`config.mk`:
```
export PLATFORM = sky130hd
export DESIGN_NAME = rtea_front
export DESIGN_NICKNAME = d
export VERILOG_FILES = /design/src/rtl/core/rtea_pkg.sv /design/src/rtl/core/rtea_front.sv
export SDC_FILE = /design/constraint.sdc
export NUM_CORES = 1
export LEC_CHECK = 0
export BUFFER_PORTS_ARGS = -buffer_cell sky130_fd_sc_hd__buf_4
export CORE_UTILIZATION = 56
export CTS_CLUSTER_DIAMETER = 150
export DETAILED_ROUTE_END_ITERATION = 10
export PLACE_DENSITY = 0.85
export SYNTH_ARGS = -nofsm -noshare
export SYNTH_HDL_FRONTEND = slang
export SYNTH_SLANG_ARGS = --single-unit
export TNS_END_PERCENT = 20
```
`constraint.sdc`:
```
create_clock -name clk -period 18.6 [get_ports clk]
set_clock_uncertainty 0.05 [all_clocks]
set_input_delay 0.93 -clock clk [delete_from_list [all_inputs] [get_ports clk]]
set_output_delay 0.93 -clock clk [all_outputs]
set_load 0.03 [all_outputs]
```
`src/rtl/core/rtea_pkg.sv`:
```
package rtea_pkg;

  localparam int CORDIC_STAGES = 16;
  localparam int DATA_WIDTH    = 16;
  localparam int TAB_LEN       = 24;
  localparam int N_ITER = (CORDIC_STAGES < TAB_LEN) ? CORDIC_STAGES : TAB_LEN;

  localparam int IN_W   = 16;
  localparam int ANG_W  = 16;
  localparam int ONE_SH = DATA_WIDTH - 2;
  localparam int RND_SH = 32 - DATA_WIDTH;
  localparam int CS_W   = DATA_WIDTH + 3;
  localparam int PW     = IN_W + CS_W;
  localparam int VW     = IN_W + DATA_WIDTH + 6;
  localparam int ROT_W  = 33;

  localparam int VEC_LAT   = N_ITER + 2;
  localparam int ROT_LAT   = N_ITER + 2;
  localparam int TOTAL_LAT = 1 + VEC_LAT + ROT_LAT + 2 + VEC_LAT;

  localparam int QDEPTH = 2;
  localparam int QPW    = $clog2(QDEPTH);
  localparam int QCW    = $clog2(QDEPTH + 1);

  localparam logic [31:0] PI_BAM   = 32'h8000_0000;
  localparam logic [31:0] HALF_LSB = 32'h0000_8000;
  localparam logic signed [ROT_W-1:0] INV_GAIN_Q30 = ROT_W'(652032875);
  localparam logic signed [ROT_W-1:0] ROUND_HALF =
    (RND_SH > 0) ? (ROT_W'(1) <<< (RND_SH - 1)) : '0;

  typedef struct packed {
    logic signed [IN_W-1:0] r00;
    logic signed [IN_W-1:0] r01;
    logic signed [IN_W-1:0] r02;
    logic signed [IN_W-1:0] r10;
    logic signed [IN_W-1:0] r11;
    logic signed [IN_W-1:0] r12;
    logic signed [IN_W-1:0] r20;
  } rtea_in_t;

  typedef struct packed {
    logic signed [ANG_W-1:0] yaw_angle;
    logic signed [ANG_W-1:0] pitch_angle;
    logic signed [ANG_W-1:0] roll_angle;
  } rtea_out_t;

  // atan(2^-i) in units of pi/2^31
  function automatic logic [31:0] atan_tab(input int i);
    logic [31:0] v;
    case (i)
      0:  v = 32'h20000000;
      1:  v = 32'h12E4051E;
      2:  v = 32'h09FB385B;
      3:  v = 32'h051111D4;
      4:  v = 32'h028B0D43;
      5:  v = 32'h0145D7E1;
      6:  v = 32'h00A2F61E;
      7:  v = 32'h00517C55;
      8:  v = 32'h0028BE53;
      9:  v = 32'h00145F2F;
      10: v = 32'h000A2F98;
      11: v = 32'h000517CC;
      12: v = 32'h00028BE6;
      13: v = 32'h000145F3;
      14: v = 32'h0000A2FA;
      15: v = 32'h0000517D;
      16: v = 32'h000028BE;
      17: v = 32'h0000145F;
      18: v = 32'h00000A30;
      19: v = 32'h00000518;
      20: v = 32'h0000028C;
      21: v = 32'h00000146;
      22: v = 32'h000000A3;
      23: v = 32'h00000051;
      default: v = 32'h0;
    endcase
    return v;
  endfunction

endpackage

```
`src/rtl/core/rtea_front.sv`:
```
module rtea_front (
  input  logic              clk,
  input  logic              rst_n,
  input  logic              start,
  output logic              busy,
  input  rtea_pkg::rtea_in_t in_data,
  output logic              q_vld,
  output rtea_pkg::rtea_in_t q_item
);

  rtea_pkg::rtea_in_t mem_r [0:rtea_pkg::QDEPTH-1];
  logic [rtea_pkg::QPW-1:0] wptr_r, rptr_r;
  logic [rtea_pkg::QCW-1:0] cnt_r, cnt_nxt;
  logic push, pop;

  assign busy   = (cnt_r == rtea_pkg::QCW'(rtea_pkg::QDEPTH)) || !rst_n;
  assign push   = start && !busy;
  assign pop    = (cnt_r != '0);
  assign q_vld  = pop;
  assign q_item = mem_r[rptr_r];

  always_comb begin
    cnt_nxt = cnt_r;
    if (push && !pop) cnt_nxt = cnt_r + 1'b1;
    else if (!push && pop) cnt_nxt = cnt_r - 1'b1;
  end

  always_ff @(posedge clk) begin
    if (!rst_n) begin
      wptr_r <= '0;
      rptr_r <= '0;
      cnt_r  <= '0;
    end else begin
      cnt_r <= cnt_nxt;
      if (push) wptr_r <= wptr_r + 1'b1;
      if (pop)  rptr_r <= rptr_r + 1'b1;
    end
    if (push) mem_r[wptr_r] <= in_data;
  end

endmodule

```
# [Word-level counts from Yosys, hierarchy flattened]
# Memories as Yosys holds them, arrays and structs flattened. A register that Yosys moved wholly into a read port is not among the register bits.
# Index checks and enable logic that the tools add are counted.
[classes] n_addsub=4 eq_ne=1 n_mux=6 n_reduce_logical=10
[op_table] cell="1-bit zero test" count=4
[op_table] cell="1-bit 2-to-1 mux" count=4
[op_table] cell="2-bit 2-to-1 mux" count=2
[op_table] cell="2-bit nonzero test" count=2
[op_table] cell="1-bit logical AND" count=3
[op_table] cell="1-bit adder, second input constant" count=2
[op_table] cell="2-bit by 1-bit adder with 2-bit output, second input constant" count=1
[op_table] cell="2-bit == test, second input constant" count=1
[op_table] cell="2-bit by 1-bit subtractor with 2-bit output, second input constant" count=1
[op_table] cell="1-bit logical OR" count=1
[totals] register_bits=4 ramBits=224 in_bits=115 out_inout_bits=114 elab_cells=25 memories=1
[mem_list] memory="mem_r" words=2 word_bits=112 rd=1 rd_clocked_by_memory_dff=1 write_ports=1 line="rtea_front.sv:11" rtl="rtea_pkg::rtea_in_t mem_r [0:rtea_pkg::QDEPTH-1];"

# [Longest topological paths before layout]
[depth] depth_word=8 ltp_mapped=6

# [Least setup slack after synthesis]
# OpenSTA, ideal clock, no wires.
[synth_timing] path_type="input port to flip-flop" from="in rst_n" to="mem mem_r[0][0] (netlist name) (enable)" setup_time_ns=0.719 t_arrival_ns=8.769 slack_ns=9.061 path_stages=2 n_path_buf=0 path_cell_list="nand2_1 -> nor3_1"
[synth_via] elab_chain_len=6
[synth_rtl] element="start, declared" line="rtea_front.sv:3" rtl="input logic rst_n,"
[synth_rtl] element="1-bit zero test"
[synth_rtl] element="1-bit logical OR" line="rtea_front.sv:16" rtl="assign busy = (cnt_r == rtea_pkg::QCW'(rtea_pkg::QDEPTH)) || !rst_n;"
[synth_rtl] element="1-bit zero test" line="rtea_front.sv:17" rtl="assign push = start && !busy;"
[synth_rtl] element="1-bit logical AND" line="rtea_front.sv:17"
[synth_rtl] element="1-bit 2-to-1 mux" line="rtea_front.sv:38" rtl="if (push) mem_r[wptr_r] <= in_data;"
[synth_rtl] element="1-bit 2-to-1 mux (not written as such)" line="rtea_front.sv:38"
[synth_rtl] element="end, declared" line="rtea_front.sv:11"
# Every way passes these cells.

==> flow_metrics.env <==
export IMPL_status="finished, final reports clean"
export IMPL_hold_path_class="reg -> reg"
export IMPL_dieArea_mm2=0.0154
export IMPL_htreeDepth=1
export IMPL_n_antenna_cell=0
export IMPL_synth_area_mm2=0.00834
export IMPL_grt_pass1_wl_um=23100
export IMPL_clock_latency_ns=0.49
export IMPL_cts_root_buf="clkbuf_16"
export IMPL_portBuffers=228
export IMPL_syn_nets=491
export IMPL_synth_top_cells_by_area="edfxtp_1 (81%), mux2_2 (15%), dfxtp_1 (1.2%), buf_6 (1.1%), and2_1 (0.30%)"
export IMPL_routedWlPerCell_um=19.9
export IMPL_tns_ns=0
export IMPL_slew_violations=0
export IMPL_synth_top_area_share_pct=80.6
export IMPL_yosysWarnings=0
export IMPL_synth_fa_ha_area_share_pct=0.150
export IMPL_grt_use_total_pct=20.3
export IMPL_dp_cells=779
export IMPL_die_w_um=124
export IMPL_drt_wl_total_um=16300
export IMPL_synth_cell_types=21
export IMPL_synth_seq_area_share_pct=81.8
export IMPL_overflow=0
export IMPL_drive_gt1_share_pct=59.8
export IMPL_synth_top_family_by_area="multiplexers"
export IMPL_worstPathRequired_ns=17.62
export IMPL_dp_hpwl_um=10500
export IMPL_ios=229
export IMPL_die_y_um=124
export IMPL_period_share_pct=19.9
export IMPL_coreArea_mm2=0.0145
export IMPL_clk_pin_slew_worst_paths_ns=0.06
export IMPL_cts_hold_buf=0
export IMPL_worstPathArrival_ns=2.72
export IMPL_cts_buffers=23
export IMPL_cp_max_fo=69
export IMPL_post_dp_cell_area_mm2=0.0102
export IMPL_fin_nets=736
export IMPL_async_reset_ff_share_pct=0
export IMPL_synth_simple_area_share_pct=0.825
export IMPL_p_per_area_mw_per_mm2=142
export IMPL_synth_edff_count=224
export IMPL_ys_top_cells_by_count="edfxtp_1 (224), mux2_2 (112), buf_6 (8)"
export IMPL_synth_compound_area_share_pct=0.300
export IMPL_place_congestion=0.798
export IMPL_vias=4320
export IMPL_relSlewSlack_pct=38.7
export IMPL_setup_viol=0
export IMPL_syn_avg_cell_area_um2=22.2
export IMPL_instances_no_fill=819
export IMPL_antenna_left=0
export IMPL_vdd_drop_max_uv=106
export IMPL_synth_seq_cells=229
export IMPL_synthCells=375
export IMPL_layout_min_cycle_time_ns=3.70
export IMPL_holdPathEnd="cnt_r[1]"
export IMPL_cap_violations=0
export IMPL_worst_r2r_path_depth=4
export IMPL_clockBufferDepth=3
export IMPL_area_growth_pct=31.3
export IMPL_cts_tree="done"
export IMPL_synthXorXnorAreaFrac_pct=0.315
export IMPL_fmax_mhz=270
export IMPL_clock_sinks=229
export IMPL_p_leak_nw=4.05
export IMPL_worstReg2RegEnd="mem_r[1][104]"
export IMPL_synth_top_area_cell="edfxtp_1"
export IMPL_drt_iter0_drc=270
export IMPL_worst_pin_slew_ns=0.920
export IMPL_hold_start="cnt_r[1]"
export IMPL_synthMuxAreaShare_pct=15.1
export IMPL_crit_path_start_kind="flip-flop"
export IMPL_start_util_pct=57.4
export IMPL_min_path_cells=2
export IMPL_fin_area_mm2=0.0110
export IMPL_grt_pass1_vias=4362
export IMPL_drc=0
export IMPL_hold_viol_final=0
export IMPL_drt_pass1_iterations=5
export IMPL_reg2reg_slack_ns=15.93
export IMPL_cts_setup_buffers=0
export IMPL_rows=44
export IMPL_cts_resized=0
export IMPL_yosys_cell_count_top_type="edfxtp_1"
export IMPL_rr_startpoint="cnt_r[0]"
export IMPL_antenna_found_initial=0
export IMPL_worstSetupPathType="reg -> out"
export IMPL_ys_flop_type="edfxtp_1"
export IMPL_grt_max_degree=70
export IMPL_via_per_inst=5.27
export IMPL_endpoint_kind="output port"
export IMPL_rsz0062_at_grt="no"
[report_power, final]
part	switching (mW)	total, mW	internal [mW]
registers	0.0266	0.639	0.612
logic	0.271	0.473	0.202
clock network	0.175	0.449	0.273
[placed cells by master, fill, tap and decap left out, drive strengths merged]
cell type	Yosys	final
edfxtp	224	224
and3	1	1
mux2	112	112
clkinv	0	4
nor2	1	1
buf	12	232
clkbuf	0	31
xnor2	2	2
clkinvlp	0	2
a21boi	2	2
and2	4	4
ha	1	1
o21ai	2	2
dfxtp	5	5
nor3	1	1
or3	2	2
inv	2	2
nor2b	1	1
bufinv	0	3
nand2	1	1
xor2	1	1
nand2b	1	1
[registers in the layout, indices dropped and copies added (netlist names), named ones only]
signal	cells
cnt_r	2
rptr_r	1
mem_r	224
wptr_r	1
[cells by family after synthesis]
family	Yosys count
AOI/OAI and AO/OA	4
xor gates and xnor gates	3
adders and majority gates	1
buffers and inverters	14
DFF	229
muxes	112
and+or+nand+nor	12
[metrics by stage]
step,setup slack [ns],utilization [%],power [mW],hold slack (ns)
detailed placement,15.42,70.3,1.12,0.470
CTS,14.88,75.4,1.58,0.485
global route,14.77,75.4,1.62,0.523
global placement,15.47,70.3,1.11,0.441
floorplan,9.06,-,0.976,0.423
finish,14.90,75.4,1.56,0.479
[worst max-delay path: stages, from the launching register on]
cell and delay (ns):
dfxtp_4 0.72, buf_4 0.78, mux2_2 0.44, buf_4 0.18
[how the worst max path moves through the flow]
stage / start / end / cells past startpoint
floorplan: rst_n / mem_r[0][0] / 2
global placement: flip-flop / q_item[49] / 3
detailed placement: flip-flop / q_item[49] / 3
CTS: flip-flop / q_item[54] / 3
global route: flip-flop / q_item[40] / 3
finish: flip-flop / q_item[40] / 3
[area by class of cell]
class | instances | area (um2)
clock buffers | 31 | 616
flip-flops and latches | 229 | 6830
fillers | 835 | 3580
repair buffers | 232 | 1740
multi-input cells | 132 | 1400
clock inverters | 9 | 125
well taps | 184 | 230
inverters | 2 | 7.51
[per-layer routing]
metal / vias up / global-route usage [%] / wire, um
li1: 1975 / - / -
met1: 2098 / 24.7 / 6090
met2: 220 / 35.4 / 8390
met3: 27 / 5.17 / 1490
met4: 0 / 6.10 / 339
met5: - / 0 / 0
No activity file was read; power rests on OpenSTA's default activity.
